<file path="src/sv/assert_macros.svh">
// Assertion macros for the codec modules, used by the result register.
`ifndef ASSERT_MACROS_SVH
`define ASSERT_MACROS_SVH

// Condition that must hold at every clock edge outside reset.
`define ASSERT_ALWAYS(label, clk, rst_n, expr, msg) \
	label: assert property (@(posedge clk) disable iff (!(rst_n)) (expr)) \
		else $error(msg);

// Implication checked in the same cycle.
`define ASSERT_IMPLIES(label, clk, rst_n, ante, cons, msg) \
	label: assert property (@(posedge clk) disable iff (!(rst_n)) (ante) |-> (cons)) \
		else $error(msg);

`endif

</file>
<file path="src/sv/fbsc_pkg.sv">
// Package for the frame byte stuffing codec: codes, register map and shared types.
package fbsc_pkg;

	localparam logic [7:0] DelimCode  = 8'h5A;
	localparam logic [7:0] EscCode    = 8'h50;
	localparam logic [7:0] EscOfDelim = 8'h0A;
	localparam logic [7:0] EscOfEsc   = 8'h05;

	localparam int ApbAddrW = 3;
	localparam logic RegMode = 1'b0;   // word index of the mode register

	localparam logic ModeStuff   = 1'b0;
	localparam logic ModeUnstuff = 1'b1;

	typedef struct packed {
		logic [7:0]  data;
		logic        last;
		logic        fend;
		logic [15:0] count;
	} res_t;

	typedef struct packed {
		logic [1:0]  n;
		res_t        r0;
		res_t        r1;
		logic        pend_next;
		logic [15:0] count_next;
	} dec_t;

endpackage

</file>
<file path="src/sv/fbsc_decode.sv">
// Per-byte stuffing and unstuffing decision: up to two results and next state.
module fbsc_decode (
	input  logic              mode,
	input  logic              pend,
	input  logic [15:0]       count,
	input  logic [7:0]        in_byte,
	input  logic              frame_first,
	input  logic              frame_last,
	output fbsc_pkg::dec_t    dec
);

	logic [7:0]  b0;
	logic [7:0]  b1;
	logic        e0;
	logic        e1;
	logic [1:0]  n;
	logic        pend_n;
	logic        pend_eff;
	logic [15:0] base;

	always_comb begin
		b0       = fbsc_pkg::DelimCode;
		b1       = fbsc_pkg::DelimCode;
		e0       = 1'b0;
		e1       = 1'b0;
		n        = 2'd0;
		pend_n   = 1'b0;
		pend_eff = pend && (mode == fbsc_pkg::ModeUnstuff);
		if (frame_first) begin
			n = frame_last ? 2'd2 : 2'd1;
			e1 = 1'b1;
		end else if (frame_last) begin
			if (pend_eff) begin
				b0 = (in_byte == fbsc_pkg::EscOfDelim) ? fbsc_pkg::DelimCode : fbsc_pkg::EscCode;
				e1 = 1'b1;
				n  = 2'd2;
			end else begin
				e0 = 1'b1;
				n  = 2'd1;
			end
		end else if (pend_eff) begin
			// held escape: pair it with this byte, or flush it and carry on
			if (in_byte == fbsc_pkg::EscOfDelim) begin
				b0 = fbsc_pkg::DelimCode;
				n  = 2'd1;
			end else if (in_byte == fbsc_pkg::EscOfEsc) begin
				b0 = fbsc_pkg::EscCode;
				n  = 2'd1;
			end else if (in_byte == fbsc_pkg::EscCode) begin
				b0     = fbsc_pkg::EscCode;
				n      = 2'd1;
				pend_n = 1'b1;
			end else begin
				b0 = fbsc_pkg::EscCode;
				b1 = in_byte;
				n  = 2'd2;
			end
		end else if (mode == fbsc_pkg::ModeStuff) begin
			if (in_byte == fbsc_pkg::EscCode) begin
				b0 = fbsc_pkg::EscCode;
				b1 = fbsc_pkg::EscOfEsc;
				n  = 2'd2;
			end else if (in_byte == fbsc_pkg::DelimCode) begin
				b0 = fbsc_pkg::EscCode;
				b1 = fbsc_pkg::EscOfDelim;
				n  = 2'd2;
			end else begin
				b0 = in_byte;
				n  = 2'd1;
			end
		end else begin
			if (in_byte == fbsc_pkg::EscCode) begin
				pend_n = 1'b1;
			end else begin
				b0 = in_byte;
				n  = 2'd1;
			end
		end
	end

	assign base = frame_first ? 16'd0 : count;

	assign dec.n              = n;
	assign dec.r0.data        = b0;
	assign dec.r0.last        = (n == 2'd1);
	assign dec.r0.fend        = e0;
	assign dec.r0.count       = base + 16'd1;
	assign dec.r1.data        = b1;
	assign dec.r1.last        = 1'b1;
	assign dec.r1.fend        = e1;
	assign dec.r1.count       = base + 16'd2;
	assign dec.pend_next      = pend_n;
	assign dec.count_next     = base + {14'd0, n};

endmodule

</file>
<file path="src/sv/fbsc_outbuf.sv">
// Two-slot result register that hands results out one per cycle while m_tready is high.
`include "assert_macros.svh"

module fbsc_outbuf (
	input  logic            clk,
	input  logic            arst_n,
	input  logic            load_req,
	input  fbsc_pkg::dec_t  dec,
	output logic            load_ok,
	output logic            m_tvalid,
	input  logic            m_tready,
	output logic [23:0]     m_tdata,   // out_byte [7:0], out_count [23:8]
	output logic            m_tlast,
	output logic            m_tuser    // frame_end
);

	logic [1:0]     cnt_q;
	fbsc_pkg::res_t res0_q;
	fbsc_pkg::res_t res1_q;
	logic           pop;

	assign pop     = m_tvalid && m_tready;
	assign load_ok = (cnt_q == 2'd0) || ((cnt_q == 2'd1) && pop);

	always_ff @(posedge clk or negedge arst_n) begin
		if (!arst_n) begin
			cnt_q <= 2'd0;
		end else if (load_req && load_ok) begin
			cnt_q <= dec.n;
		end else if (pop) begin
			cnt_q <= cnt_q - 2'd1;
		end
	end

	always_ff @(posedge clk) begin
		if (load_req && load_ok) begin
			res0_q <= dec.r0;
			res1_q <= dec.r1;
		end else if (pop) begin
			res0_q <= res1_q;
		end
	end

	assign m_tvalid = (cnt_q != 2'd0);
	assign m_tdata  = {res0_q.count, res0_q.data};
	assign m_tlast  = res0_q.last;
	assign m_tuser  = res0_q.fend;

	`ASSERT_ALWAYS(a_cnt_range, clk, arst_n, cnt_q != 2'd3, "result count out of range")
	`ASSERT_ALWAYS(a_pair_head, clk, arst_n, (cnt_q != 2'd2) || (!res0_q.last && res1_q.last),
		"run_last misplaced in result pair")
	`ASSERT_ALWAYS(a_end_last, clk, arst_n, !(m_tvalid && m_tuser) || m_tlast,
		"closing delimiter not marked last of its request")

endmodule

</file>
<file path="src/sv/frame_byte_stuffing_codec_top.sv">
// Top level of the frame byte stuffing codec: input register, state, APB port.
//
//  channel   dir  fields
//  s_*       in   tdata = in_byte[7:0]; tuser = frame_first; tlast = frame_last
//  m_*       out  tdata = out_byte[7:0], out_count[23:8]; tuser = frame_end; tlast = run_last
//  apb       in   word 0 (byte address 0): mode, bit 0
//
// A request is registered, then decoded in one pass into zero to two results.
// Results leave one per cycle while m_tready is high;
// the single output port of the result register sets that rate.
// A new request is taken while results of the previous one still wait.
// Reset clears mode, the held escape, the byte count and all valid state.
// Stalls on m_tready back up through the result register to s_tready.
module frame_byte_stuffing_codec_top (
	input  logic                          clk,
	input  logic                          arst_n,
	input  logic                          s_tvalid,
	output logic                          s_tready,
	input  logic [7:0]                    s_tdata,   // in_byte [7:0]
	input  logic                          s_tlast,
	input  logic                          s_tuser,   // frame_first
	output logic                          m_tvalid,
	input  logic                          m_tready,
	output logic [23:0]                   m_tdata,   // out_byte [7:0], out_count [23:8]
	output logic                          m_tlast,
	output logic                          m_tuser,   // frame_end
	input  logic                          psel,
	input  logic                          penable,
	input  logic                          pwrite,
	input  logic [fbsc_pkg::ApbAddrW-1:0] paddr,
	input  logic [31:0]                   pwdata,
	output logic [31:0]                   prdata,
	output logic                          pready
);

	logic           mode_q;
	logic           pend_q;
	logic [15:0]    count_q;
	logic           valid_s1;
	logic [7:0]     byte_s1;
	logic           first_s1;
	logic           last_s1;
	logic           load_ok;
	logic           step;
	fbsc_pkg::dec_t dec;

	assign pready = 1'b1;
	assign prdata = (paddr[2] == fbsc_pkg::RegMode) ? {31'd0, mode_q} : 32'd0;

	always_ff @(posedge clk or negedge arst_n) begin
		if (!arst_n) begin
			mode_q <= fbsc_pkg::ModeStuff;
		end else if (psel && penable && pwrite && pready && (paddr[2] == fbsc_pkg::RegMode)) begin
			mode_q <= pwdata[0];
		end
	end

	assign step     = valid_s1 && load_ok;
	assign s_tready = !valid_s1 || load_ok;

	always_ff @(posedge clk or negedge arst_n) begin
		if (!arst_n) begin
			valid_s1 <= 1'b0;
		end else if (s_tvalid && s_tready) begin
			valid_s1 <= 1'b1;
		end else if (step) begin
			valid_s1 <= 1'b0;
		end
	end

	always_ff @(posedge clk) begin
		if (s_tvalid && s_tready) begin
			byte_s1  <= s_tdata;
			first_s1 <= s_tuser;
			last_s1  <= s_tlast;
		end
	end

	// state moves when the decoded results enter the result register
	always_ff @(posedge clk or negedge arst_n) begin
		if (!arst_n) begin
			pend_q  <= 1'b0;
			count_q <= 16'd0;
		end else if (step) begin
			pend_q  <= dec.pend_next;
			count_q <= dec.count_next;
		end
	end

	fbsc_decode u_decode (
		.mode        (mode_q),
		.pend        (pend_q),
		.count       (count_q),
		.in_byte     (byte_s1),
		.frame_first (first_s1),
		.frame_last  (last_s1),
		.dec         (dec)
	);

	fbsc_outbuf u_outbuf (
		.clk      (clk),
		.arst_n   (arst_n),
		.load_req (valid_s1),
		.dec      (dec),
		.load_ok  (load_ok),
		.m_tvalid (m_tvalid),
		.m_tready (m_tready),
		.m_tdata  (m_tdata),
		.m_tlast  (m_tlast),
		.m_tuser  (m_tuser)
	);

endmodule

</file>
<file path="config.mk">
export PLATFORM = sky130hd
export DESIGN_NAME = frame_byte_stuffing_codec_top
export DESIGN_NICKNAME = d
export VERILOG_FILES = /design/src/sv/fbsc_pkg.sv /design/src/sv/fbsc_decode.sv /design/src/sv/fbsc_outbuf.sv /design/src/sv/frame_byte_stuffing_codec_top.sv
export VERILOG_INCLUDE_DIRS = /design/src /design/src/sv
export SDC_FILE = /design/constraint.sdc
export NUM_CORES = 1
export LEC_CHECK = 0
export ABC_AREA = 1
export BUFFER_PORTS_ARGS = -buffer_cell sky130_fd_sc_hd__buf_4
export CAP_MARGIN = 10
export CELL_PAD_IN_SITES_DETAIL_PLACEMENT = 0
export CELL_PAD_IN_SITES_GLOBAL_PLACEMENT = 1
export CORE_ASPECT_RATIO = 0.8
export CORE_MARGIN = 2
export CORE_UTILIZATION = 43
export CTS_CLUSTER_SIZE = 24
export DETAILED_ROUTE_END_ITERATION = 8
export MAX_ROUTING_LAYER = met4
export PLACE_DENSITY = 0.82
export SETUP_SLACK_MARGIN = 0.1
export SLEW_MARGIN = 30
export SYNTH_ARGS = -nofsm -noshare
export SYNTH_HDL_FRONTEND = slang
export SYNTH_SLANG_ARGS = --single-unit
</file>
<file path="constraint.sdc">
create_clock -name clk -period 4.7 [get_ports clk]
set_input_delay 0.235 -clock clk [delete_from_list [all_inputs] [get_ports clk]]
set_output_delay 0.235 -clock clk [all_outputs]
set_load 0.05 [all_outputs]
</file>
# --- Yosys cells after proc, flatten, opt, wreduce, memory -nomap -nowiden ---
# Index checks and enable logic that the tools add are counted.
op_classes:
  addsub: 4
  mul: 0
  n_div: 0
  n_lt_le_gt_ge: 0
  eq_ne: 6
  shifts: 0
  muxes: 47
  bitwise: 1
  n_reduce_logical: 16
ops:
  columns: ["operator", "count"]
  rows:
  - ["$mux 8", 13]
  - ["$mux 26", 2]
  - ["$mux 2", 13]
  - ["$add 16x1->16 const B", 1]
  - ["$add 16x2->16", 1]
  - ["$add 16x2->16 const B", 1]
  - ["$eq 8x7->1 const B", 2]
  - ["$mux 1", 16]
  - ["$mux 16", 1]
  - ["$eq 8x3->1 const B", 1]
  - ["$eq 8x4->1 const B", 1]
  - ["$logic_and 1x1->1", 8]
  - ["$mux 7", 1]
  - ["$reduce_bool 2->1", 3]
  - ["$eq 2x1->1 const B", 2]
  - ["$mux 4", 1]
  - ["$logic_not 2->1", 1]
  - ["$logic_or 1x1->1", 2]
  - ["$reduce_or 2->1", 1]
  - ["$sub 2x1->2 const B", 1]
  - ["$logic_not 1->1", 1]
  - ["$not 1->1", 1]
word_totals:
  regBits: 82
  latchBits: 0
  mem_bits_rw: 0
  romBits: 0
  input_bits: 52
  out_inout_bits: 61
  memories: 0

# --- Longest topological paths before layout ---
logic_depth:
  ltp_word: 9
  ltp_mapped: 18
  depth_no_buf: 18

# --- Cells and area by module ---
# From an unflattened synthesis, not the netlist that was laid out.
unflattened:
  cells_unflattened: 545
  area_unflattened_um2: 4885.9
modules_own_cells:
  columns: ["mod", "n_inst", "cells_each", "area_each_um2", "seq_area_each_um2"]
  rows:
  - ["fbsc_outbuf", 1, 161, 2092.0, 1611.5]
  - ["frame_byte_stuffing_codec_top", 1, 135, 1412.6, 775.7]
  - ["fbsc_decode", 1, 249, 1381.3, 0.0]

# --- Worst setup path before layout ---
# OpenSTA, ideal clock, no wires.
synth_path:
  kind: "register -> register"
  startpoint: "reg byte_s1[0]"
  endpoint: "reg count_q[12]"
  setup_time_ns: 0.121
  arrival_ns: 2.368
  t_required_ns: 4.579
  slack_ns: 2.211
  path_stages_with_launch: 18
  synth_period_minus_slack_ns: 2.489
  cell_sequence: "edfxtp_1 > nor2_1 > nand2_1 > nor2_2 > inv_2 > nand2_1 > nand2_1 > nand3_1 > nand2_1 > inv_1 > ha_1 > inv_1 > fa_1 > nor2_2 > nand2_1 > nor2_1 > nand2_1 > xor2_1"
synth_via:
  elab_chain_cells: 8
  elab_cells_between_ends: 15
synth_lines:
  columns: ["item", "line", "source"]
  rows:
  - ["start: declaration", "frame_byte_stuffing_codec_top.sv:40", "logic [7:0] byte_s1;"]
  - ["start signal: assignment", "frame_byte_stuffing_codec_top.sv:73", "byte_s1 <= s_tdata;"]
  - ["$eq 8x7->1, on equally long branches", null, null]
  - ["$mux 2, on equally long branches", "fbsc_decode.sv:63, fbsc_decode.sv:49", null]
  - ["$mux 2, on equally long branches", "fbsc_decode.sv:59, fbsc_decode.sv:46", null]
  - ["$mux 2, on equally long branches", "fbsc_decode.sv:58, fbsc_decode.sv:43", null]
  - ["$mux 2 (*)", "fbsc_decode.sv:41", "end else if (pend_eff) begin"]
  - ["$mux 2 (*)", "fbsc_decode.sv:32", "end else if (frame_last) begin"]
  - ["$mux 2 (*)", "fbsc_decode.sv:29", "if (frame_first) begin"]
  - ["$add 16x2->16 (*)", "fbsc_decode.sv:93", "assign dec.count_next = base + {14'd0, n};"]
  - ["end signal: assignment", "frame_byte_stuffing_codec_top.sv:86", "count_q <= dec.count_next;"]
  - ["end: declaration", "frame_byte_stuffing_codec_top.sv:38", "logic [15:0] count_q;"]
# Every way passes the cells marked *; elsewhere a longest branch is shown, timed or not.
# A chain may end at the register's enable or synchronous reset.

# --- Final worst setup path ---
layout_path:
  startpoint: "reg byte_s1[3]"
  endpoint: "reg count_q[12]"
# Same word-level chain as after synthesis.

==> metrics.txt <==
synthesized netlist cell count roughly 460; Clock H-tree levels 3; total gr overflow 0; hold_buf cts 1; Reg clk slew, reported paths 0.06 ns; Internal 1.81 mW; Crit. End Element flip-flop; Fin. Hold Viols 0; Nets 572; die area 11100 um^2; reg2reg path depth 17; type of origin of the critical path flip-flop; hold worst-path end last_s1; Detailed Route WL 8.85 mm; worst endpoint required time a little under 5 ns; post-route core utilization 0.502; dpl ws 1.77 ns; Total Neg Setup Slack 0 ns; drt pass-1 iters 4; status finished, final reports clean; Area after DPL 4770 um^2; worst hold slack 0.0745 ns; clock share of power 0.224; RePlAce Congestion 0.837; Hold WC Path Type in -> reg; slew margin rel. 0.561; vias in the first global route ~2800; Crit Path Max Fanout 5; row count 33; Hold Path Depth 1; Post-CTS Setup Bufs 0; total power 3.10 mW; critical path class reg -> reg; Initial Util 0.435; static leakage about 2 nW; Pins Over Slew Limit 0; Psw 1.28 mW; # IOs 113; DRC 0; initial antenna violation count 0; crit-path most repeated cell nand2_1; r2r endpoint count_q[12]; Longest Clk Path Bufs 2; first-pass GRT wire length 14.3 mm; Comb pwr share 0.390; Avg Inst Size Synth 9.49 um^2; dpl cells 641; Sw Ratio 0.414; fraction of layout cells with a size suffix above 1 0.191; sequential area share after synthesis 0.535; pin count of the biggest net entering global routing 49; Final min period 2.96 ns; post-route non-filler standard cell count 658; n_diodes 0; core footprint a little over 10000 um^2; Final Setup Violations 0; area grow syn2layout 15.2%; chip height 94.5 um; GRT Total Usage 0.176; VDD IR max 0.359 mV; Vias/cell 4.71; synth unique cells 33; clock latency on the worst-skew pair 0.33 ns; Worst Path Arrival 3.18 ns; total CTS buffers 9; Seq pwr share 0.386; Die W approximately 120 um; Slew @ Worst Pin 0.656 ns; Yosys reg bits slightly above 80; Final Cell Area around 5000 um^2; Vias 3099; Port Buffer Count 47; number of max-cap violations 0; Max Freq between 300 and 400 MHz; RSZ-0062 raised after global routing no; CP max-delay cell edfxtp_1; Post-CTS Resized 0; Critical R2R Launch byte_s1[3]; PwrDens ~610 nW/um^2; critical hold path startpoint s_tlast; clk sinks 82; Final WS setup ~1.7 ns; CTS tree built; Fin Clk Skew 0.00614 ns; HPWL after DPL 6.36 mm; Tcrit/Tclk final 0.630; WL per Instance 13.5 um; Root Driver clkbuf_16; Post-DRT Antenna Nets 0; Iteration-0 DRC Markers 194; slowest stage delay, CP 0.48 ns; Ys Warns 0; CP cell instances nor2_1 -> nand2_1 -> nor2_2 -> inv_2 -> nand2_1 -> nand2_1 -> nand3_1 -> nand2_1 -> inv_1 -> ha_1 -> inv_1 -> fa_1 -> nor2_2 -> nand2_1 -> nor2_1 -> nand2_1 -> xor2_1; reg2reg setup slack 1.74 ns; Synth Cell Area 4400 um^2
## cells in the mapped netlist
cell        n  area (um^2)
a21oi_1     8         40.0
fa_1        1         20.0
nand2_1   110          413
a22oi_1     1         7.51
nor3_4      1         16.3
o31ai_1     1         7.51
xor2_1     24          210
nor2_2     13         81.3
nor3_1      1         5.00
xnor2_1    10         87.6
o21ai_0    16         80.1
nor2_1     41          154
inv_2       9         33.8
a31oi_1     4         25.0
inv_1      37          139
dfrtp_1    21          526
nand3_1    23          115
inv_4       1         6.26
o21ai_1     8         40.0
conb_1      2         7.51
nor2_4      3         33.8
nand2_2     6         37.5
o211ai_1    1         7.51
ha_1        6         75.1
buf_4      32          240
buf_2       4         20.0
nor3_2      2         20.0
a32o_1      5         50.1
buf_6       2         22.5
nand4_1     5         31.3
edfxtp_1   61         1830
clkbuf_1    4         15.0
clkinv_1    1         3.75
## worst max-delay path by stage
stage,start,end,slack [ns]
floorplan,byte_s1[0],count_q[12],2.21
finish,byte_s1[3],count_q[12],1.74
global placement,byte_s1[0],count_q[12],1.82
global route,byte_s1[3],count_q[12],1.39
CTS,byte_s1[0],count_q[12],1.74
detailed placement,byte_s1[0],count_q[12],1.77
## cell families after synthesis
kind of cell,Yosys count,share of synthesized area
compound gates,44,0.0585
xor+xnor,34,0.0676
fa+ha+maj,7,0.0216
buf+inv,90,0.109
flops,82,0.535
other cells,2,0.00171
simple gates,205,0.206
## power by group through the flow
stage                     clock (mW)  sequential (mW)  combinational (mW)
final                          0.693             1.20                1.21
after floorplan                    0             1.55               0.559
after global routing           0.732             1.22                1.32
after detailed placement           0             1.21                1.22
after global placement             0             1.21                1.20
after CTS                      0.706             1.20                1.22
## cell usage in the layout (no fill, tap or decap), types with 8 or more instances in the layout
cell type / synthesis / routed
a21oi_1: 8 / 8
buf_4: 32 / 49
clkbuf_16: 0 / 9
conb_1: 2 / 32
dfrtp_1: 21 / 21
edfxtp_1: 61 / 61
inv_1: 37 / 37
inv_2: 9 / 9
nand2_1: 110 / 109
nand3_1: 23 / 23
nor2_1: 41 / 41
nor2_2: 13 / 12
o21ai_0: 16 / 16
o21ai_1: 8 / 8
xnor2_1: 10 / 10
xor2_1: 24 / 24
## per-layer routing
metal,global-route usage,wire [um],vias up
met4,0.0422,89,0
met1,0.248,4270,1415
met3,0.0424,640,5
met5,-,0,-
li1,-,-,1557
met2,0.259,3850,122
## registers in the layout, summed over array words and instances, names as in the netlist, 2 cells and up
signal,cells
count_q,16
byte_s1,8
u_outbuf.cnt_q,2
u_outbuf.m_tdata,24
u_outbuf.res1_q,25
## cell type report
type | count | area, um^2
Clock buffer | 10 | 229
Multi-Input combinational cell | 322 | 1690
Fill cell | 916 | 5040
Inverter | 48 | 183
Sequential cell | 82 | 2360
Clock inverter | 6 | 66.3
Tap cell | 140 | 175
Timing Repair Buffer | 50 | 378
## worst max-delay path, delay by kind of cell (launching register included)
kind	cells	cell delay, ns
XOR/XNOR	1	0.15
adder cells (fa/ha/maj)	2	0.58
buffers and inverters	3	0.19
flip-flops	1	0.48
AND/OR/NAND/NOR	11	1.45
Power figures use the tool's default switching activity.
